### config.mk
export PLATFORM = sky130hd
export DESIGN_NAME = htrl_cell
export DESIGN_NICKNAME = d
export VERILOG_FILES = /design/src/rtl/htrl_pkg.sv /design/src/rtl/htrl_cell.sv
export SDC_FILE = /design/constraint.sdc
export NUM_CORES = 1
export LEC_CHECK = 0
export ABC_AREA = 1
export BUFFER_PORTS_ARGS = -buffer_cell sky130_fd_sc_hd__buf_2
export CAP_MARGIN = 10
export CELL_PAD_IN_SITES_DETAIL_PLACEMENT = 0
export CELL_PAD_IN_SITES_GLOBAL_PLACEMENT = 1
export CORE_MARGIN = 1
export CORE_UTILIZATION = 35
export CTS_BUF_LIST = sky130_fd_sc_hd__clkbuf_16
export DETAILED_ROUTE_END_ITERATION = 6
export PLACE_DENSITY_LB_ADDON = 0.25
export SLEW_MARGIN = 40
export SYNTH_ARGS = -nofsm -noshare
export SYNTH_HDL_FRONTEND = slang
export SYNTH_SLANG_ARGS = --single-unit
### constraint.sdc
create_clock -name clk -period 15.4 [get_ports clk]
set_clock_uncertainty 0.05 [all_clocks]
set_input_delay 3.08 -clock clk [delete_from_list [all_inputs] [get_ports clk]]
set_output_delay 3.08 -clock clk [all_outputs]
set_load 0.1 [all_outputs]
### src/rtl/htrl_pkg.sv
package htrl_pkg;

	// Default sizes for the top-level parameters.
	localparam int ANGLE_BITS_DEF    = 16;
	localparam int COORD_BITS_DEF    = 16;
	localparam int CORDIC_STAGES_DEF = 16;

	// Coordinate differences are shifted up by this many fraction bits before the CORDIC.
	localparam int GUARD_BITS = 24;

	// Width and reset value of the turn step register.
	localparam int               STEP_BITS  = 15;
	localparam logic [STEP_BITS-1:0] STEP_RESET = 15'd1024;

	// Half a turn in the 32-bit angle accumulator.
	localparam logic [31:0] TURN_HALF = 32'h8000_0000;

	// Side-band flags that travel with each transaction through the CORDIC chain.
	typedef struct packed {
		logic bypass;  // Aim heading comes straight from desired_angle.
		logic zero;    // Target equals position.
	} htrl_mode_t;

	// atan(2^-i) as a fraction of a full turn, scaled by 2^32 and rounded.
	function automatic logic [31:0] htrl_atan(input logic [4:0] idx);
		logic [31:0] val;
		case (idx)
			5'd0:    val = 32'h2000_0000;
			5'd1:    val = 32'h12E4_051E;
			5'd2:    val = 32'h09FB_385B;
			5'd3:    val = 32'h0511_11D4;
			5'd4:    val = 32'h028B_0D43;
			5'd5:    val = 32'h0145_D7E1;
			5'd6:    val = 32'h00A2_F61E;
			5'd7:    val = 32'h0051_7C55;
			5'd8:    val = 32'h0028_BE53;
			5'd9:    val = 32'h0014_5F2F;
			5'd10:   val = 32'h000A_2F98;
			5'd11:   val = 32'h0005_17CC;
			5'd12:   val = 32'h0002_8BE6;
			5'd13:   val = 32'h0001_45F3;
			5'd14:   val = 32'h0000_A2FA;
			5'd15:   val = 32'h0000_517D;
			5'd16:   val = 32'h0000_28BE;
			5'd17:   val = 32'h0000_145F;
			5'd18:   val = 32'h0000_0A30;
			5'd19:   val = 32'h0000_0518;
			5'd20:   val = 32'h0000_028C;
			5'd21:   val = 32'h0000_0146;
			5'd22:   val = 32'h0000_00A3;
			5'd23:   val = 32'h0000_0051;
			5'd24:   val = 32'h0000_0029;
			5'd25:   val = 32'h0000_0014;
			5'd26:   val = 32'h0000_000A;
			5'd27:   val = 32'h0000_0005;
			5'd28:   val = 32'h0000_0003;
			5'd29:   val = 32'h0000_0001;
			5'd30:   val = 32'h0000_0001;
			default: val = 32'h0000_0000;
		endcase
		return val;
	endfunction

endpackage

### src/rtl/htrl_cell.sv
module htrl_cell #(
	parameter int W      = 44,
	parameter int SIDE_W = 34,
	parameter int IDX    = 0
) (
	input  logic                clk,
	input  logic                arst_n,
	input  logic                up_valid,
	output logic                up_ready,
	input  logic signed [W-1:0] up_x,
	input  logic signed [W-1:0] up_y,
	input  logic [31:0]         up_z,
	input  logic [SIDE_W-1:0]   up_side,
	output logic                dn_valid,
	input  logic                dn_ready,
	output logic signed [W-1:0] dn_x,
	output logic signed [W-1:0] dn_y,
	output logic [31:0]         dn_z,
	output logic [SIDE_W-1:0]   dn_side
);
	import htrl_pkg::*;

	localparam logic [4:0]  TAB_IDX = 5'(IDX);
	localparam logic [31:0] ATAN_I  = htrl_atan(TAB_IDX);

	logic signed [W-1:0] x_sh;
	logic signed [W-1:0] y_sh;
	logic signed [W-1:0] x_nx;
	logic signed [W-1:0] y_nx;
	logic [31:0]         z_nx;
	logic                en;
	logic                valid_q;
	logic signed [W-1:0] x_q;
	logic signed [W-1:0] y_q;
	logic [31:0]         z_q;
	logic [SIDE_W-1:0]   side_q;

	// One vectoring micro-rotation: drive y toward zero.
	always_comb begin
		x_sh = up_x >>> IDX;
		y_sh = up_y >>> IDX;
		if (!up_y[W-1] && (up_y != '0)) begin
			x_nx = up_x + y_sh;
			y_nx = up_y - x_sh;
			z_nx = up_z + ATAN_I;
		end else begin
			x_nx = up_x - y_sh;
			y_nx = up_y + x_sh;
			z_nx = up_z - ATAN_I;
		end
	end

	// Stage register with its own handshake, so bubbles collapse.
	assign en       = !valid_q || dn_ready;
	assign up_ready = en;

	always_ff @(posedge clk or negedge arst_n) begin
		if (!arst_n) begin
			valid_q <= 1'b0;
		end else if (en) begin
			valid_q <= up_valid;
		end
	end

	always_ff @(posedge clk) begin
		if (en && up_valid) begin
			x_q    <= x_nx;
			y_q    <= y_nx;
			z_q    <= z_nx;
			side_q <= up_side;
		end
	end

	assign dn_valid = valid_q;
	assign dn_x     = x_q;
	assign dn_y     = y_q;
	assign dn_z     = z_q;
	assign dn_side  = side_q;

`ifndef NO_ASSERTIONS
	// After the pre-rotation, x never drops below zero in any stage.
	a_x_nonneg: assert property (@(posedge clk) disable iff (!arst_n)
		valid_q |-> !x_q[W-1])
		else $error("CORDIC x went negative");
`endif

endmodule

After elaboration in Yosys (flattened, before gate mapping):

Cells that the tools add are included.

* output and inout bits: 156
* memory bits (writable): 0
* latch bits: 0
* memories kept: 0
* word-level logic and storage cells: 19
* ROM bits: 0
* bits in registers: 155
* input port bits: 158

* equality and inequality tests: 0
* reduce and logical (&&, ||, !) cells: 6
* magnitude comparators: 0
* $mul: 0
* add/subtract/negate cells: 5
* shifts and indexed selects: 0
* mux-type cells: 3
* bitwise operators: 0
* divide/modulo/power cells: 0

Operator list (count)
* 44-bit 2-to-1 mux: 2
* 44-bit subtractor: 2
* 44-bit adder: 1
* 44-bit nonzero test: 1
* 32-bit by 30-bit adder with 32-bit output, second input constant: 1
* 32-bit 2-to-1 mux: 1
* 32-bit by 30-bit subtractor with 32-bit output, second input constant: 1
* 1-bit logical AND: 2
* 1-bit logical NOT: 2
* 1-bit logical OR: 1

Depth between registers and ports, before layout:

* word-level depth: 3
* mapped depth: 17
* gate-level depth less buffers: 16

Worst setup path before layout:

Ideal clock, no wire load.

* path kind: input-to-reg
* start point: in up_valid
* end point: reg side_q[0], in the netlist dn_side[0] (enable)
* stages: 2
* path buffers: 0
* setup slack: 4.157 ns
* arrival: 10.479 ns
* library setup time: 0.714 ns
* required time: 14.636 ns
* cell sequence: inv_1 a21oi_1

* longest elaborated chain between the ends: 1

RTL lines
* from (decl): RTL line htrl_cell.sv:8 `input logic up_valid,`
* 1-bit logical AND: RTL line htrl_cell.sv:66 `if (en && up_valid) begin`
* to (signal assigned): RTL line htrl_cell.sv:70 `side_q <= up_side;`
* to (decl): RTL line htrl_cell.sv:36 `logic [SIDE_W-1:0] side_q;`

No other way between the ends.
A chain may end at the register's enable or synchronous reset.

Worst setup path in the final report:

* start point: in dn_ready
* end point: out up_ready

* longest elaborated chain between the ends: 1

RTL lines
* from (decl): RTL line htrl_cell.sv:15 `input logic dn_ready,`
* 1-bit logical OR: RTL line htrl_cell.sv:54 `assign en = !valid_q || dn_ready;`
* to (decl): RTL line htrl_cell.sv:9 `output logic up_ready,`

No other way between the ends.

==> impl_metrics.toml <==
[power]
ir_drop_mv = 0.0985
power.density_mw_per_mm2 = 93.4
power_leakage_uw = 0.0102

[clock_network]
hold_buffers = 0
cts_made_buffers = 17
clock_path_buffers = 2
cts_sinks = 154
cts_tree = "yes"
cts.reportedPaths.clkPinSlew_ns = 0.06
post_cts_buffers = 0
root_buffer = "clkbuf_16"
cts.repair.resized = 0
htree_levels = 4
clk_latency_ns = 0.48

[timing]
rsz0062_at_grt = "no"
setup_tns_ns = 0
max_freq_mhz = 146
max_slew.worst_pin.slew_ns = 0.687
slew_violations = 0
finalCritPeriodShare = 0.444
finalHoldViolCount = 0
period_needed_ns = 6.84
slew_headroom = 0.542
setup_violations = 0
postLayoutSetupSlackWorst_ns = 8.56

[route]
wl_met1_um = 30600
wl_per_cell_um = 20.1
drt-total-wl_um = 68900
antenna_left = 0
remaining_drc_errors = 2
dr_total_vias = 17100
via_per_inst = 4.99
top_layer = "met4"
drt_iter0_drc = 1427
dr.pass1.iters = 7
wl_met2_um = 32600
met3_wirelength_um = 3910

[floorplanning]
initial_core_util = 0.354
ios = 314
dieHeight_um = 219
rows = 79
die_w_um = 219
fp.coreArea_mm2 = 0.0465
die-area_mm2 = 0.0478

[layout]
design_area_mm2 = 0.0190
fin_cells = 3426
drive_above_1_share = 0.161
nNetsFinal = 3113
areaGrowthSynthToFinish_pct = 15.4
diodes = 0

[worst_setup_path]
r2r-start = "dn_valid$_DFFE_PN0N_"
critPathKind = "primary input to primary output"
cp.arrival_ns = 3.71
critPathLaunch = "dn_ready"
cp.required_ns = 12.27
cp-end-kind = "primary output"
cp_max_fo = 2
worst_setup_path_start_kind = "primary input"

[yosys]
synth.top_cells.by_area = "edfxtp_1 28%, nand2_1 21%, ha_1 11%, inv_1 10%, nand3_1 6.8%"
syn-num-nets = 2836
yosysWarnings = 0
yosys-top-cells-count = "899 x nand2_1, 439 x inv_1, 222 x nand3_1, 201 x nor2_1, 153 x edfxtp_1"
synth-main-ff-cell = "edfxtp_1"
syn-cell-area_mm2 = 0.0164
synthArstFlopShare = 0.00649
synth-edff-count = 153
synth.largest_area_cell = "edfxtp_1"
synth.most_common_cell = "nand2_1"
ys_seq_area_frac = 0.281
synth_top_cell_area_share = 0.280
ys_types = 40
synth_area_per_cell_um2 = 6.49
synthCells = 2530
synth-seq-cells = 154

[global_route]
first_global_vias = 16400
track_usage = 0.287
grt_first_pass_wirelength_um = 100000
antenna_found_initial = 1
grt_overflow = 0
grt_max_degree = 154

[run]
maxCapViolCount = 0

[worst_hold_path]
min_from = "dn_valid$_DFFE_PN0N_"
worst_hold_path_type = "flip-flop to flip-flop"

[run_status]
status = "complete, but fails checks"
violations = "DRC"

[placement]
io_buffers = 313
hpwl_um = 58000
placed_cell_area_mm2 = 0.0183
dpl_worst_slack_ns = 8.55
dpl.cell_count = 3394
routabilityCongestion = 0.952
[report_power, final]
part / switching (uW) / total [uW] / internal (uW) / leakage (uW)
Clock: 206 / 447 / 241 / 0.000286
Combinational: 630 / 803 / 173 / 0.00847
Sequential: 10.6 / 520 / 509 / 0.00147
Total: 847 / 1770 / 924 / 0.0102
[state kept, by name, summed over array words and instances, names as in the netlist]
register  cells
dn_z         32
dn_y         43
dn_valid      1
dn_x         44
dn_side      34
[worst paths after layout]
kind	to	slack, ns	depth (start not counted)
setup / recovery	up_ready	8.56	4
hold reg to reg	dn_valid$_DFFE_PN0N_	0.55	2
hold / removal	dn_valid$_DFFE_PN0N_	0.55	2
min in group asynchronous	dn_valid$_DFFE_PN0N_	2.31	1
setup reg to reg	dn_x[2]$_DFFE_PP_	13.53	3
max in group asynchronous	dn_valid$_DFFE_PN0N_	12.90	1
[per-stage QoR]
step	utilization	power, uW	hold WS (ns)
2_1_floorplan	-	1120	1.66
3_3_place_gp	0.395	1320	0.542
3_5_place_dp	0.395	1320	0.546
4_1_cts	0.407	1780	0.561
5_1_grt	0.408	1850	0.598
6_report	0.408	1770	0.552
[cell families (layout without fill, tap and decap cells)]
logic type,Yosys count,in the layout,share of synthesized area
AO/OA/AOI/OAI,229,229,0.0806
AND/OR/NAND/NOR,1445,1445,0.369
XOR/XNOR,41,41,0.0219
flip-flops,154,154,0.281
adder cells (fa/ha/maj),148,148,0.115
buffers and inverters,513,802,0.133
[cell type report]
| type | count | area, um^2 |
|---|---|---|
| Clock buffer | 17 | 425 |
| Clock inverter | 14 | 160 |
| Fill cell | 5066 | 27500 |
| Inverter | 453 | 1700 |
| Multi-Input combinational cell | 1863 | 9660 |
| Sequential cell | 154 | 4620 |
| Tap cell | 607 | 759 |
| Timing Repair Buffer | 318 | 1640 |
[worst max-delay path, stage by stage]
cell and delay [ns]:
buf_2 0.08, inv_1 0.06, nand2_1 0.07, buf_2 0.42
[per-layer routing]
layer	vias to the layer above	global-route usage
met3	82	0.0344
met2	609	0.494
met5	-	0
met4	0	0.0909
met1	7950	0.372
li1	8441	-
[cell usage in the layout, fill, tap and decap left out, types with 3 or more instances in the layout]
cell type  count
nand2_1      899
inv_1        439
buf_2        313
nand3_1      222
nor2_1       201
edfxtp_1     153
ha_1         144
a21oi_1      102
o21ai_0       61
xor2_1        39
nor2_2        38
o21bai_1      30
nand4_1       20
clkbuf_16     17
inv_2         14
nand2_2       14
a21oi_2       12
nor3_1        10
o21ai_1        9
nor4_1         8
nand3b_1       6
nand3_2        6
o21ai_2        6
and2_1         5
nor2_4         4
fa_1           4
inv_6          4
nand2_4        3
a21o_1         3
a21oi_4        3
or2_1          3
clkinv_4       3
buf_4          3
Note: power is estimated with default switching activity, not from simulation.
