===== src/rtl/htrl_pkg.sv =====
package htrl_pkg;

	// Default sizes for the top-level parameters.
	localparam int ANGLE_BITS_DEF    = 16;
	localparam int COORD_BITS_DEF    = 16;
	localparam int CORDIC_STAGES_DEF = 16;

	// Coordinate differences are shifted up by this many fraction bits before the CORDIC.
	localparam int GUARD_BITS = 24;

	// Width and reset value of the turn step register.
	localparam int               STEP_BITS  = 15;
	localparam logic [STEP_BITS-1:0] STEP_RESET = 15'd1024;

	// Half a turn in the 32-bit angle accumulator.
	localparam logic [31:0] TURN_HALF = 32'h8000_0000;

	// Side-band flags that travel with each transaction through the CORDIC chain.
	typedef struct packed {
		logic bypass;  // Aim heading comes straight from desired_angle.
		logic zero;    // Target equals position.
	} htrl_mode_t;

	// atan(2^-i) as a fraction of a full turn, scaled by 2^32 and rounded.
	function automatic logic [31:0] htrl_atan(input logic [4:0] idx);
		logic [31:0] val;
		case (idx)
			5'd0:    val = 32'h2000_0000;
			5'd1:    val = 32'h12E4_051E;
			5'd2:    val = 32'h09FB_385B;
			5'd3:    val = 32'h0511_11D4;
			5'd4:    val = 32'h028B_0D43;
			5'd5:    val = 32'h0145_D7E1;
			5'd6:    val = 32'h00A2_F61E;
			5'd7:    val = 32'h0051_7C55;
			5'd8:    val = 32'h0028_BE53;
			5'd9:    val = 32'h0014_5F2F;
			5'd10:   val = 32'h000A_2F98;
			5'd11:   val = 32'h0005_17CC;
			5'd12:   val = 32'h0002_8BE6;
			5'd13:   val = 32'h0001_45F3;
			5'd14:   val = 32'h0000_A2FA;
			5'd15:   val = 32'h0000_517D;
			5'd16:   val = 32'h0000_28BE;
			5'd17:   val = 32'h0000_145F;
			5'd18:   val = 32'h0000_0A30;
			5'd19:   val = 32'h0000_0518;
			5'd20:   val = 32'h0000_028C;
			5'd21:   val = 32'h0000_0146;
			5'd22:   val = 32'h0000_00A3;
			5'd23:   val = 32'h0000_0051;
			5'd24:   val = 32'h0000_0029;
			5'd25:   val = 32'h0000_0014;
			5'd26:   val = 32'h0000_000A;
			5'd27:   val = 32'h0000_0005;
			5'd28:   val = 32'h0000_0003;
			5'd29:   val = 32'h0000_0001;
			5'd30:   val = 32'h0000_0001;
			default: val = 32'h0000_0000;
		endcase
		return val;
	endfunction

endpackage


===== src/rtl/htrl_if.sv =====


// Response channel: one new heading per transaction.
interface htrl_out_if #(
	parameter int ANGLE_BITS = 16
);
	logic                         valid;
	logic                         ready;
	logic signed [ANGLE_BITS-1:0] new_angle;
	logic signed [ANGLE_BITS-1:0] aim_angle;

	modport source (
		output valid, new_angle, aim_angle,
		input  ready
	);
	modport sink (
		input  valid, new_angle, aim_angle,
		output ready
	);
endinterface


===== src/rtl/htrl_limit.sv =====
module htrl_limit #(
	parameter int ANGLE_BITS = htrl_pkg::ANGLE_BITS_DEF,
	parameter int SIDE_W     = 2 * ANGLE_BITS + $bits(htrl_pkg::htrl_mode_t)
) (
	input  logic                         clk,
	input  logic                         arst_n,
	input  logic                         up_valid,
	output logic                         up_ready,
	input  logic [31:0]                  up_z,
	input  logic [SIDE_W-1:0]            up_side,
	input  logic [htrl_pkg::STEP_BITS-1:0] max_step,
	htrl_out_if.source                   rsp
);
	import htrl_pkg::*;

	localparam logic [31:0] HALF = 32'((64'd1 << (32 - ANGLE_BITS)) >> 1);
	localparam int LW = ((ANGLE_BITS > STEP_BITS) ? ANGLE_BITS : STEP_BITS) + 2;

	htrl_mode_t                   mode;
	logic [ANGLE_BITS-1:0]        cur;
	logic [ANGLE_BITS-1:0]        des;
	logic [31:0]                  z_rnd;
	logic [ANGLE_BITS-1:0]        aim;
	logic [ANGLE_BITS-1:0]        delta;
	logic                         en1;
	logic                         valid_s1;
	logic [ANGLE_BITS-1:0]        aim_s1;
	logic [ANGLE_BITS-1:0]        cur_s1;
	logic [ANGLE_BITS-1:0]        delta_s1;
	logic signed [LW-1:0]         d_ext;
	logic signed [LW-1:0]         s_ext;
	logic signed [LW-1:0]         clamped;
	logic [ANGLE_BITS-1:0]        new_a;
	logic                         en2;
	logic                         valid_s2;
	logic [ANGLE_BITS-1:0]        new_s2;
	logic [ANGLE_BITS-1:0]        aim_s2;

	// Round the accumulator to the angle width and form the wrapped heading error.
	always_comb begin
		mode  = htrl_mode_t'(up_side[SIDE_W-1 -: $bits(htrl_mode_t)]);
		cur   = up_side[2*ANGLE_BITS-1 -: ANGLE_BITS];
		des   = up_side[ANGLE_BITS-1:0];
		z_rnd = up_z + HALF;
		if (mode.bypass) begin
			aim = des;
		end else if (mode.zero) begin
			aim = '0;
		end else begin
			aim = z_rnd[31 -: ANGLE_BITS];
		end
		delta = aim - cur;
	end

	assign en1      = !valid_s1 || en2;
	assign up_ready = en1;

	always_ff @(posedge clk or negedge arst_n) begin
		if (!arst_n) begin
			valid_s1 <= 1'b0;
		end else if (en1) begin
			valid_s1 <= up_valid;
		end
	end

	always_ff @(posedge clk) begin
		if (en1 && up_valid) begin
			aim_s1   <= aim;
			cur_s1   <= cur;
			delta_s1 <= delta;
		end
	end

	// Clamp the error to the turn step and apply it to the current heading.
	always_comb begin
		d_ext = LW'($signed(delta_s1));
		s_ext = $signed({{(LW - STEP_BITS){1'b0}}, max_step});
		if (d_ext > s_ext) begin
			clamped = s_ext;
		end else if (d_ext < -s_ext) begin
			clamped = -s_ext;
		end else begin
			clamped = d_ext;
		end
		new_a = cur_s1 + clamped[ANGLE_BITS-1:0];
	end

	// Output register.
	assign en2 = !valid_s2 || rsp.ready;

	always_ff @(posedge clk or negedge arst_n) begin
		if (!arst_n) begin
			valid_s2 <= 1'b0;
		end else if (en2) begin
			valid_s2 <= valid_s1;
		end
	end

	always_ff @(posedge clk) begin
		if (en2 && valid_s1) begin
			new_s2 <= new_a;
			aim_s2 <= aim_s1;
		end
	end

	assign rsp.valid     = valid_s2;
	assign rsp.new_angle = new_s2;
	assign rsp.aim_angle = aim_s2;

`ifndef NO_ASSERTIONS
	// With no heading error the new heading is the aim heading.
	a_zero_err: assert property (@(posedge clk) disable iff (!arst_n)
		(valid_s1 && en2 && (delta_s1 == '0)) |=> (rsp.new_angle == rsp.aim_angle))
		else $error("zero error changed the heading");

	// A transaction leaving the first stage always lands in the output register.
	a_advance: assert property (@(posedge clk) disable iff (!arst_n)
		(valid_s1 && en2) |=> valid_s2)
		else $error("transaction lost between limiter stages");
`endif

endmodule


===== src/flat_wrapper.sv =====
// flat-port wrapper written by rule: the top's interface ports become plain ports
module htrl_limit_flat import htrl_pkg::*;
#(
	parameter int ANGLE_BITS = htrl_pkg::ANGLE_BITS_DEF,
	parameter int SIDE_W     = 2 * ANGLE_BITS + $bits(htrl_pkg::htrl_mode_t)
)
  (clk, arst_n, up_valid, up_ready, up_z, up_side, max_step, rsp_valid, rsp_new_angle, rsp_aim_angle, rsp_ready);
  htrl_out_if #(.ANGLE_BITS(ANGLE_BITS)) rsp_i ();
  input  logic clk;
  input  logic arst_n;
  input  logic up_valid;
  output logic up_ready;
  input  logic [31:0] up_z;
  input  logic [SIDE_W-1:0] up_side;
  input  logic [htrl_pkg::STEP_BITS-1:0] max_step;
  output wire logic [$bits(rsp_i.valid)-1:0] rsp_valid;
  output wire logic [$bits(rsp_i.new_angle)-1:0] rsp_new_angle;
  output wire logic [$bits(rsp_i.aim_angle)-1:0] rsp_aim_angle;
  input wire logic [$bits(rsp_i.ready)-1:0] rsp_ready;
  assign rsp_valid = rsp_i.valid;
  assign rsp_new_angle = rsp_i.new_angle;
  assign rsp_aim_angle = rsp_i.aim_angle;
  assign rsp_i.ready = rsp_ready;
  htrl_limit #(.ANGLE_BITS(ANGLE_BITS), .SIDE_W(SIDE_W)) u_core (.clk(clk), .arst_n(arst_n), .up_valid(up_valid), .up_ready(up_ready), .up_z(up_z), .up_side(up_side), .max_step(max_step), .rsp(rsp_i));
endmodule

===== config.mk =====
export PLATFORM = sky130hd
export DESIGN_NAME = htrl_limit_flat
export DESIGN_NICKNAME = d
export VERILOG_FILES = /design/src/rtl/htrl_pkg.sv /design/src/rtl/htrl_if.sv /design/src/rtl/htrl_limit.sv /design/src/flat_wrapper.sv
export SDC_FILE = /design/constraint.sdc
export NUM_CORES = 1
export LEC_CHECK = 0
export ABC_AREA = 1
export BUFFER_PORTS_ARGS = -buffer_cell sky130_fd_sc_hd__buf_4
export CAP_MARGIN = 0
export CORE_MARGIN = 3
export CORE_UTILIZATION = 45
export DETAILED_ROUTE_END_ITERATION = 10
export PLACE_DENSITY_LB_ADDON = 0.05
export SLEW_MARGIN = 20
export SYNTH_ARGS = -nofsm -noshare
export SYNTH_HDL_FRONTEND = slang
export SYNTH_SLANG_ARGS = --single-unit
export TNS_END_PERCENT = 50

===== constraint.sdc =====
create_clock -name clk -period 8.3 [get_ports clk]
set_input_delay 2.075 -clock clk [delete_from_list [all_inputs] [get_ports clk]]
set_output_delay 2.075 -clock clk [all_outputs]
set_load 0.1 [all_outputs]

# --- Yosys cells after proc, flatten, opt, wreduce, memory -nomap -nowiden ---
# Cells that the tools add are included.
totals:
  ff_bits: 82
  latchBits: 0
  ramBits: 0
  mem_bits_ro: 0
  inputBits: 85
  output_inout_bits: 34
  mem_count: 0
classes:
  add_sub_neg: 4
  n_mul: 0
  div_mod_pow: 0
  magnitude_cmp: 2
  eq_ne: 0
  n_shift: 0
  mux: 4
  bitwise: 0
  reduce_logical: 6
ops:
  columns: ["cell", "count"]
  rows:
  - ["16-bit two-way mux", 4]
  - ["32-bit by 16-bit adder with 32-bit output, second input constant", 1]
  - ["16-bit by 18-bit less-than comparator with 1-bit output", 1]
  - ["15-bit negator with 18-bit output", 1]
  - ["16-bit adder", 1]
  - ["16-bit greater-than comparator", 1]
  - ["16-bit subtractor", 1]
  - ["1-bit logical AND", 2]
  - ["1-bit zero test", 2]
  - ["1-bit logical OR", 2]

# --- Depth between registers and ports, before layout ---
# Gate-level depths: netlist (run 1).
depth:
  ltp_word: 5
  ltp_mapped: 30
  mapped_depth_nobuf: 29

# --- Worst setup path after synthesis (run 1) ---
# OpenSTA, ideal clock, no wires.
synth_timing:
  kind: "in2reg"
  start: "input max_step[1] (netlist name)"
  end: "register u_core.new_s2[12] (netlist: u_core.rsp.new_angle[12]) (data pin)"
  t_arrival_ns: 5.841
  required_ns: 8.038
  slack_ns: 2.198
  cell_stages: 28
  n_path_buf: 1
  cell_sequence: "inv_1 ha_1 nand3_2 nor2_1 nand2_1 nor2_2 nand2_1 nor3_1 nand3_1 nor3_1 ha_1 nand2_1 o21ai_0 nor2_1 nand2_1 nand2_1 nand2_2 buf_4 o211ai_1 o21ai_0 fa_1 nand3_1 nand2_1 a21oi_1 o21ai_1 a21boi_0 o21ai_1 xor2_1"
synth_via:
  elab_chain_len: 5
  elab_cells_between_ends: 6
  cone_classes: "add/sub (2); order compare (2); mux (2)"
synth_lines:
  columns: ["element", "line", "text"]
  rows:
  - ["from (decl)", "flat_wrapper.sv:15", "input logic [htrl_pkg::STEP_BITS-1:0] max_step;"]
  - ["15-bit negator with 18-bit output", "htrl_limit.sv:80", "end else if (d_ext < -s_ext) begin"]
  - ["16-bit by 18-bit less-than comparator with 1-bit output", "htrl_limit.sv:80", null]
  - ["16-bit two-way mux", "htrl_limit.sv:80", null]
  - ["16-bit two-way mux (*)", "htrl_limit.sv:78", "if (d_ext > s_ext) begin"]
  - ["16-bit adder (*)", "htrl_limit.sv:85", "new_a = cur_s1 + clamped[ANGLE_BITS-1:0];"]
  - ["net u_core.new_a[12]", "htrl_limit.sv:33", "logic [ANGLE_BITS-1:0] new_a;"]
  - ["to (signal assigned)", "htrl_limit.sv:101", "new_s2 <= new_a;"]
  - ["to (decl)", "htrl_limit.sv:36", "logic [ANGLE_BITS-1:0] new_s2;"]
# The timed path passes the listed nets; every way through them passes the cells marked *.
# A chain may end at the register's enable or synchronous reset.

# --- Worst setup path after layout (run 1) ---
# Same ends and word-level chain as after synthesis.

==> results of run 1 <==
==> state kept, by name (all words and copies together), names as in the netlist <==
register	cells
u_core.delta_s1	16
u_core.cur_s1	16
u_core.rsp.aim_angle	16
u_core.rsp.valid	1
u_core.rsp.new_angle	16
u_core.valid_s1	1
u_core.aim_s1	16
==> final cells by class <==
cell class              count  area (µm²)
multi-input cells         467        3020
flip-flops and latches     82        2450
fillers                  1138        5190
well taps                 168         210
clock buffers               9         225
inverters                  87         327
clock inverters             5        81.3
repair buffers            104         801
==> cell usage after synthesis (2+ instances only) <==
| cell | number | area share (%) |
|---|---|---|
| edfxtp_1 | 80 | 41 |
| o22ai_1 | 2 | 0.22 |
| clkbuf_1 | 3 | 0.19 |
| a21o_1 | 3 | 0.39 |
| nor2_2 | 5 | 0.54 |
| a31oi_1 | 3 | 0.32 |
| nor2_1 | 34 | 2.2 |
| fa_1 | 2 | 0.69 |
| a22o_1 | 2 | 0.30 |
| or2_2 | 2 | 0.22 |
| nand4_1 | 11 | 1.2 |
| nor3_2 | 3 | 0.52 |
| xnor2_1 | 9 | 1.4 |
| nand2_1 | 128 | 8.3 |
| a32o_1 | 2 | 0.34 |
| nor3_1 | 9 | 0.77 |
| o21ai_2 | 2 | 0.30 |
| xor2_1 | 29 | 4.4 |
| a21oi_1 | 47 | 4.0 |
| buf_2 | 2 | 0.17 |
| nor2_4 | 2 | 0.39 |
| nand3_1 | 28 | 2.4 |
| ha_1 | 65 | 14 |
| inv_1 | 86 | 5.5 |
| o21bai_1 | 3 | 0.39 |
| nand3b_1 | 3 | 0.39 |
| dfrtp_1 | 2 | 0.86 |
| nand3_2 | 4 | 0.69 |
| o211ai_1 | 11 | 1.4 |
| nand2_2 | 4 | 0.43 |
| o31ai_1 | 5 | 0.65 |
| o21ai_1 | 8 | 0.69 |
| o21ai_0 | 32 | 2.8 |
==> kinds of logic (layout without fill, tap and decap cells) <==
logic type | count (synthesis) | after routing
adder cells (fa/ha/maj) | 67 | 67
AND/OR/NAND/NOR | 236 | 236
XOR/XNOR | 39 | 39
flip-flops | 82 | 82
AO/OA/AOI/OAI | 125 | 125
buffers and inverters | 93 | 205
==> path summary, 6_finish.rpt <==
kind | to | depth (start not counted) | slack, ns
setup / recovery | u_core.rsp.new_angle[12] | 28 | 1.44
hold / removal | u_core.rsp.aim_angle[14] | 0 | 0.42
setup reg to reg | u_core.rsp.new_angle[12] | 17 | 3.67
hold reg to reg | u_core.rsp.aim_angle[14] | 0 | 0.42
max in group asynchronous | u_core.valid_s1 | 1 | 6.72
min in group asynchronous | u_core.rsp.valid | 1 | 1.50
==> report_power, final <==
group	total [µW]	leakage, µW	switching [µW]	internal [µW]
clock	424	0.000147	164	260
sequential	575	0.000796	29.5	546
combinational	705	0.00231	496	209
total	1700	0.00326	689	1010
==> cell usage in the layout, fill, tap and decap left out, types with 11 or more instances in the layout <==
cell type,synthesis,final
nand2_1,128,128
buf_4,1,103
inv_1,86,85
edfxtp_1,80,80
ha_1,65,65
a21oi_1,47,46
nor2_1,34,34
o21ai_0,32,32
xor2_1,29,29
nand3_1,28,28
nand4_1,11,11
o211ai_1,11,11
==> metrics by stage <==
step                      worst slack [ns]  std cells  area (µm²)  total power, µW  util, %
final                                 1.44        922        7120             1700     57.8
after global routing                  1.04        922        7120             1810     57.8
after CTS                             1.48        921        7090             1710     57.6
after detailed placement              1.11        907        6780             1280     55.1
after global placement                1.17        907        6780             1270     55.1
after floorplan                       2.20        642        5820             1120        -
==> metal layers <==
| layer | share of wire (%) | vias up | GRT usage (%) |
|---|---|---|---|
| met3 | 5.5 | 22 | 4.15 |
| met1 | 45 | 2162 | 25.5 |
| met2 | 47 | 127 | 33.7 |
| met4 | 1.8 | 0 | 6.80 |
| met5 | 0 | - | 0 |
| li1 | - | 2449 | - |
==> critical path, cell delays in order <==
cell and delay [ns]:
buf_4 0.12, inv_1 0.08, ha_1 0.21, nand3_2 0.10
nor2_1 0.17, nand2_1 0.12, nor2_2 0.14, nand2_1 0.10
nor3_1 0.21, nand3_1 0.13, nor3_1 0.17, ha_1 0.28
nand4_1 0.14, a21oi_1 0.07, nor2_1 0.18, nand2_1 0.11
nand2_1 0.10, nand2_2 0.24, o211ai_1 0.25, o21ai_0 0.22
fa_1 0.52, nand3_1 0.10, nand2_1 0.09, a21oi_1 0.30
o21ai_1 0.14, a21boi_0 0.33, o21ai_1 0.12, xor2_1 0.15
==> impl_metrics.env, run 1 <==
export IMPL_status="complete, no violations"
export IMPL_start_util_pct=47.2
export IMPL_clock_path_buffers=2
export IMPL_slew_viol_final=0
export IMPL_power_density_nw_per_um2=239
export IMPL_hp_class="flip-flop to flip-flop"
export IMPL_synth_compound_area_share_pct=12.5
export IMPL_synthCells=642
export IMPL_skew_ns=0.00484
export IMPL_drc=0
export IMPL_worstPathMaxFanout=19
export IMPL_synth_ff_type="edfxtp_1"
export IMPL_vias_per_cell=5.16
export IMPL_antenna_found_initial=0
export IMPL_end_kind="flip-flop"
export IMPL_gp_congestion=0.852
export IMPL_startpoint="max_step[1]"
export IMPL_cap_violations=0
export IMPL_start_kind="input port"
export IMPL_setup_viol=0
export IMPL_synth_cell_types=44
export IMPL_max_freq_ghz=0.146
export IMPL_cts_resized=0
export IMPL_finalCritPeriodShare_pct=82.7
export IMPL_fin_hold_ws_ns=0.419
export IMPL_syn_avg_cell_area_um2=9.06
export IMPL_synth_nets=794
export IMPL_wl_per_cell_um=15.0
export IMPL_fin_crit_ns=6.86
export IMPL_required_ns=8.40
export IMPL_tightestPinTransition_ns=0.978
export IMPL_first_iter_violations=213
export IMPL_buffer_ports_inserted=103
export IMPL_timing_rr_start="u_core.delta_s1[14]"
export IMPL_core_area_um2=12300
export IMPL_synth_seq_cells=82
export IMPL_area_growth_pct=22.3
export IMPL_htree_num_levels=3
export IMPL_die_area_um2=14300
export IMPL_ctsHoldBuffers=0
export IMPL_post_cts_setup_buffers=0
export IMPL_grt_max_degree=49
export IMPL_drive_gt1_share_pct=19.4
export IMPL_max_slew_margin_pct=34.7
export IMPL_async_flop_share_pct=2.44
export IMPL_io_pins=119
export IMPL_p_leak_uw=0.00326
export IMPL_rsz0062_at_grt="false"
export IMPL_synth_area_um2=5820
export IMPL_gr_total_overflow=0
export IMPL_drt_pass1_iter_count=4
export IMPL_path_class="input port to flip-flop"
export IMPL_rows=40
export IMPL_nets=903
export IMPL_min_delay_start="u_core.aim_s1[14]"
export IMPL_synth_top_family_by_area="simple AND/OR/NAND/NOR gates"
export IMPL_peakVddDrop_v=0.000141
export IMPL_synth_mux_area_fraction_pct=0
export IMPL_ant_nets=0
export IMPL_yosysWarnings=0
export IMPL_grt_total_usage_pct=19.9
export IMPL_hpwl_mm=11.1
export IMPL_finalHoldViolCount=0
export IMPL_grt_pass1_vias=4658
export IMPL_synth_xor_xnor_area_share_pct=6.00
export IMPL_clock_sinks=82
export IMPL_diodes=0
export IMPL_cts_tree="built"
export IMPL_clk_pin_slew_ns=0.06
export IMPL_wirelength_mm=13.8
export IMPL_setup_tns_ns=0
export IMPL_floorplan_die_width_um=120
export IMPL_crit_arrival_ns=6.96
export IMPL_synthAdderAreaFrac_pct=14.7
export IMPL_clk_latency_ns=0.34
export IMPL_die_y_um=120
export IMPL_vias=4760
export IMPL_synth_edf_count=80
export IMPL_yosysSeqAreaShare_pct=42.2
export IMPL_yosys_area_share_simple_pct=18.5
export IMPL_cts_buffers=9
export IMPL_root_buffer="clkbuf_16"
export IMPL_grt_pass1_wl_mm=22.6
Note: power is estimated with default switching activity, not from simulation.
==> inputs of run 2 (changes only) <==
ABC_AREA = 0   (was 1)
clock period = 5.7 ns   (was 8.3 ns; I/O delays follow)
==> run 2 against run 1 <==
  * The run now ends with negative setup slack left
  * Combinational power is 89% higher
  * Critical path depth stayed put
  * Sequential cell count stayed put
  * Global-route usage is 0.29 points higher
  * Sequential share of layout area is 3.9 points lower
  * Critical path type unchanged
  * Largest power group unchanged
==> impl_metrics.env, run 2 <==
export IMPL_status="finished, violations left"
export IMPL_violations="negative setup slack"
export IMPL_drt_pass1_iter_count=4
export IMPL_peakVddDrop_v=0.000148
export IMPL_power_density_nw_per_um2=338
export IMPL_antenna_found_initial=0
export IMPL_yosys_area_share_simple_pct=14.9
export IMPL_clk_latency_ns=0.33
export IMPL_layout_setup_ws_ns=-0.337
export IMPL_fin_crit_ns=6.04
export IMPL_io_pins=119
export IMPL_gr_total_overflow=0
export IMPL_synth_edf_count=80
export IMPL_buffer_ports_inserted=103
export IMPL_layout_common_cells="buf_4 (183), edfxtp_1 (80), ha_1 (60)"
export IMPL_max_freq_ghz=0.166
export IMPL_setup_viol=11
export IMPL_crit_path_frequent_cell="o21ai_2"
export IMPL_crit_arrival_ns=6.12
export IMPL_synth_area_um2=5800
export IMPL_grt_util_met1_pct=25.0
export IMPL_clock_path_buffers=2
export IMPL_synth_top_family_by_area="simple AND/OR/NAND/NOR gates"
export IMPL_cts_tree="built"
export IMPL_required_ns=5.78
export IMPL_ant_nets=0
export IMPL_skew_ns=0.00687
export IMPL_use_met3_pct=3.20
export IMPL_floorplan_die_width_um=120
export IMPL_synth_cell_types=57
export IMPL_cap_violations=0
export IMPL_synth_top_area_share_pct=41.4
export IMPL_tightestPinTransition_ns=0.585
export IMPL_busiest_layer="met2"
export IMPL_synth_ff_type="edfxtp_1"
export IMPL_cpPeakStageDelay_ns=0.38
export IMPL_use_met2_pct=36.5
export IMPL_min_delay_start="u_core.aim_s1[14]"
export IMPL_timing_rr_start="u_core.delta_s1[11]"
export IMPL_crit_family="simple AND/OR/NAND/NOR gates"
export IMPL_p_leak_uw=0.00359
export IMPL_wl_per_cell_um=15.5
export IMPL_setup_tns_ns=-1.92
export IMPL_ctsHoldBuffers=0
export IMPL_clock_sinks=82
export IMPL_syn_avg_cell_area_um2=10.2
export IMPL_hpwl_mm=11.3
export IMPL_root_buffer="clkbuf_16"
export IMPL_synth_nets=719
export IMPL_finalCritPeriodShare_pct=106
export IMPL_synth_xor_xnor_area_share_pct=7.70
export IMPL_core_area_um2=12300
export IMPL_yosysSeqAreaShare_pct=42.3
export IMPL_gp_congestion=0.812
export IMPL_grt_pass1_wl_mm=23.1
export IMPL_fin_hold_ws_ns=0.418
export IMPL_synth_mux_area_fraction_pct=1.38
export IMPL_wirelength_mm=14.4
export IMPL_die_y_um=120
export IMPL_start_util_pct=47.1
export IMPL_crit_slowest_cell="or3b_4"
export IMPL_synthCells=567
export IMPL_grt_pass1_vias=4885
export IMPL_end_kind="flip-flop"
export IMPL_synth_top_area_cell="edfxtp_1"
export IMPL_diodes=0
export IMPL_slew_viol_final=0
export IMPL_first_iter_violations=202
export IMPL_grt_total_usage_pct=20.2
export IMPL_grt_max_degree=49
export IMPL_vias_per_cell=5.20
export IMPL_synthAdderAreaFrac_pct=14.7
export IMPL_async_flop_share_pct=2.44
export IMPL_synth_seq_cells=82
export IMPL_die_area_um2=14300
export IMPL_finalHoldViolCount=0
export IMPL_htree_num_levels=3
export IMPL_crit_buf_inv=3
export IMPL_start_kind="input port"
export IMPL_hp_class="flip-flop to flip-flop"
export IMPL_nets=908
export IMPL_fin_cells=929
export IMPL_synth_common_cells="edfxtp_1 (80), ha_1 (65), nand2_1 (53)"
export IMPL_drc=0
export IMPL_cts_buffers=9
export IMPL_area_growth_pct=38.5
export IMPL_yosys_top_cells_area="edfxtp_1 (41%), ha_1 (14%), xnor2_1 (4.8%), o21ai_0 (3.5%), nand2_1 (3.4%)"
export IMPL_worstPathMaxFanout=7
export IMPL_dp_cells=893
export IMPL_path_class="input port to flip-flop"
export IMPL_startpoint="max_step[0]"
export IMPL_dp_slack_ns=-1.15
export IMPL_post_route_util_pct=65.2
export IMPL_rows=40
export IMPL_drive_gt1_share_pct=36.1
export IMPL_clk_pin_slew_ns=0.06
export IMPL_layout_commonest_cell="buf_4"
export IMPL_vias=4828
export IMPL_synth_compound_area_share_pct=14.8
export IMPL_yosysWarnings=0
export IMPL_yosysMostFrequentCell="edfxtp_1"
export IMPL_rsz0062_at_grt="true"
export IMPL_max_slew_margin_pct=61.0
-- run 2: report_power, final --
| part | total, µW | internal, µW | leakage [µW] | switching, µW |
|---|---|---|---|---|
| clock | 558 | 338 | 0.000136 | 220 |
| sequential | 825 | 784 | 0.000793 | 40.8 |
| combinational | 1330 | 520 | 0.00266 | 810 |
-- run 2: cell type report --
cell class / count / area (µm²)
timing repair buffer: 191 / 1480
inverter: 50 / 206
clock inverter: 5 / 55.1
multi-input combinational: 422 / 3390
clock buffer: 11 / 233
sequential: 82 / 2450
tap: 168 / 210
fill: 1054 / 4280
-- run 2: kinds of logic (layout without fill, tap and decap cells) --
family	Yosys count	count (layout)
mux	8	8
xor+xnor	51	51
flops	82	82
buf+inv	63	257
fa+ha+maj	67	67
simple gates	159	159
compound gates	137	137
-- run 2: worst paths after layout --
| kind | end | slack [ns] | cells past startpoint |
|---|---|---|---|
| max in group asynchronous | u_core.rsp.valid | 4.75 | 1 |
| setup reg to reg | u_core.rsp.new_angle[14] | 1.53 | 18 |
| min in group asynchronous | u_core.valid_s1 | 0.86 | 1 |
| hold reg to reg | u_core.rsp.aim_angle[14] | 0.42 | 0 |
| hold / removal | u_core.rsp.aim_angle[14] | 0.42 | 0 |
| setup / recovery | u_core.rsp.new_angle[14] | -0.34 | 28 |
-- run 2: stage by stage --
| stage | instance area [µm²] | total power (µW) |
|---|---|---|
| after floorplan | 5930 | 1670 |
| after global placement | 7340 | 2000 |
| after detailed placement | 7340 | 2020 |
| after CTS | 7940 | 2690 |
| after global routing | 8030 | 2860 |
| final | 8030 | 2710 |
-- run 2: timing repair --
action	4_1_cts	5_1_grt
setup endpoints to repair	12	12
resized for setup	47	15
pin swaps	47	21
buffers inserted	18	3
-- run 2: routing by layer --
metal / wire length (µm) / part of all wire, %
met4: 140 / 0.97
met2: 7260 / 50
met3: 617 / 4.3
met1: 6390 / 44
met5: 0 / 0
==> inputs of run 3 (changes only) <==
ABC_AREA = 1   (was 0)
==> run 3 against run 2 <==
  * The run now ends clean
  * Critical path depth up 3
  * Clock power up 8.6%
  * Sequential cell count unchanged
  * Power shrank 5.0%
  * First-iteration DRC count down 13%
  * Combinational power down 15%
  * Highest routed layer unchanged
==> impl_metrics.env, run 3 (synthesized netlist as in run 1, its figures left out) <==
export IMPL_cts_resized=0
export IMPL_nets=952
export IMPL_cts_buffers=9
export IMPL_clk_latency_ns=0.34
export IMPL_antenna_found_initial=0
export IMPL_start_util_pct=47.2
export IMPL_vias=4854
export IMPL_p_switching_uw=1020
export IMPL_clock_path_buffers=2
export IMPL_cell_internal_pwr_uw=1560
export IMPL_max_freq_ghz=0.187
export IMPL_max_slew_margin_pct=28.7
export IMPL_setup_viol=0
export IMPL_root_buffer="clkbuf_16"
export IMPL_layout_common_cells="buf_4 (153), nand2_1 (128), inv_1 (85)"
export IMPL_rrSetupSlack_ns=1.93
export IMPL_grt_pass1_wl_mm=22.5
export IMPL_clk_pin_slew_ns=0.06
export IMPL_drt_pass1_iter_count=4
export IMPL_clock_sinks=82
export IMPL_placedInstanceArea_um2=7160
export IMPL_p_leak_uw=0.00349
export IMPL_tightestPinTransition_ns=1.07
export IMPL_power_uw=2580
export IMPL_finalInstanceArea_um2=7510
export IMPL_rsz0062_at_grt="false"
export IMPL_end_kind="flip-flop"
export IMPL_status="complete, no violations"
export IMPL_peakVddDrop_v=0.000137
export IMPL_floorplan_die_width_um=120
export IMPL_ant_nets=0
export IMPL_whs_endpoint="u_core.rsp.aim_angle[1]"
export IMPL_crit_path_frequent_cell="nand2_1"
export IMPL_seqPwrFrac_pct=32.5
export IMPL_rows=40
export IMPL_min_delay_start="u_core.aim_s1[1]"
export IMPL_drive_gt1_share_pct=25.5
export IMPL_finalHoldViolCount=0
export IMPL_cap_violations=0
export IMPL_r2r_end="u_core.rsp.new_angle[12]"
export IMPL_cts_tree="built"
export IMPL_fillCellCount=1081
export IMPL_ctsHoldBuffers=0
export IMPL_required_ns=5.79
export IMPL_post_route_util_pct=61.0
export IMPL_path_class="input port to flip-flop"
export IMPL_start_kind="input port"
export IMPL_setup_tns_ns=0
export IMPL_worstPathMaxFanout=3
export IMPL_htree_num_levels=3
export IMPL_gr_total_overflow=0
export IMPL_wl_per_cell_um=14.3
export IMPL_core_area_um2=12300
export IMPL_crit_arrival_ns=5.45
export IMPL_clock_power_share_pct=23.5
export IMPL_fin_crit_ns=5.35
export IMPL_crit_slowest_cell="fa_1"
export IMPL_io_pins=119
export IMPL_wirelength_mm=13.9
export IMPL_drc=0
export IMPL_vias_per_cell=5.00
export IMPL_gp_congestion=0.890
export IMPL_slew_viol_final=0
export IMPL_hold_path_cell_count=0
export IMPL_area_growth_pct=29.1
export IMPL_fin_cells=971
export IMPL_ff2ff_path_depth=17
export IMPL_grt_pass1_vias=4843
export IMPL_power_density_nw_per_um2=343
export IMPL_cpPeakStageDelay_ns=0.40
export IMPL_hp_class="flip-flop to flip-flop"
export IMPL_die_area_um2=14300
export IMPL_dp_cells=957
export IMPL_skew_ns=0.00614
export IMPL_buffer_ports_inserted=103
export IMPL_finalCritPeriodShare_pct=93.9
export IMPL_first_iter_violations=176
export IMPL_grt_total_usage_pct=20.0
export IMPL_grt_max_degree=49
export IMPL_die_y_um=120
export IMPL_switching_share_pct=39.5
export IMPL_timing_rr_start="u_core.delta_s1[14]"
export IMPL_post_cts_setup_buffers=0
export IMPL_hpwl_mm=11.5
export IMPL_layout_commonest_cell="buf_4"
export IMPL_diodes=0
export IMPL_power_frac_comb_pct=44.0
[run 3: cell types whose count changed in the layout (fill, tap and decap cells not counted), moves of 10 or more]
cell / delta
a21oi_1: +18
and3_1: -10
nand3_1: +15
nand4_1: +10
xor2_1: +10
nand2_1: +77
xnor2_1: -22
nand2b_1: -11
inv_1: +37
nor2_1: +11
buf_4: -30
[run 3: metrics by stage]
step                setup WS, ns  hold WS (ns)
floorplan                  0.248         0.400
global placement          -0.269         0.400
detailed placement        -0.331         0.405
CTS                       0.0156         0.419
global route              0.0151         0.429
finish                     0.346         0.418
[run 3: per-layer routing]
metal / part of all wire [%] / vias to the layer above / track usage [%] / routed length [µm]
met5: 0 / - / 0 / 0
met4: 1.6 / 0 / 5.80 / 224
met1: 44 / 2181 / 24.2 / 6150
li1: - / 2543 / - / -
met2: 48 / 110 / 35.0 / 6710
met3: 5.7 / 20 / 5.51 / 797
[run 3: layout make-up]
cell class	instances	area, µm²	share of cell area, %
multi-input cells	467	3070	40.8
flip-flops and latches	82	2450	32.7
repair buffers	153	1150	15.3
inverters	87	327	4.35
clock buffers	9	225	3.00
well taps	168	210	2.80
clock inverters	5	81.3	1.08
[run 3: critical path, delay by kind of cell]
kind | cells | cell delay [ns]
and+or+nand+nor | 17 | 1.70
adders and majority gates | 4 | 1.08
buffers and inverters | 3 | 0.32
AOI/OAI and AO/OA | 5 | 0.62
xor gates and xnor gates | 2 | 0.29
[run 3: worst max path at each step]
| stage | startpoint | to | slack (ns) | cells past startpoint |
|---|---|---|---|---|
| 6_report | max_step[1] | u_core.rsp.new_angle[12] | 0.35 | 31 |
| 3_3_place_gp | max_step[1] | u_core.rsp.new_angle[12] | -0.27 | 28 |
| 3_5_place_dp | max_step[1] | u_core.rsp.new_angle[12] | -0.33 | 28 |
| 2_1_floorplan | max_step[1] | u_core.rsp.new_angle[12] | 0.25 | 28 |
| 4_1_cts | max_step[1] | u_core.rsp.new_angle[12] | 0.02 | 28 |
| 5_1_grt | max_step[1] | u_core.rsp.new_angle[14] | 0.02 | 29 |
[run 3: power groups by stage]
stage               Clock (µW)  Combinational [µW]  Sequential (µW)
finish                     606                1130              839
global route               647                1240              850
CTS                        620                1120              840
detailed placement           0                1120              851
global placement             0                1100              851
floorplan                    0                 447             1180
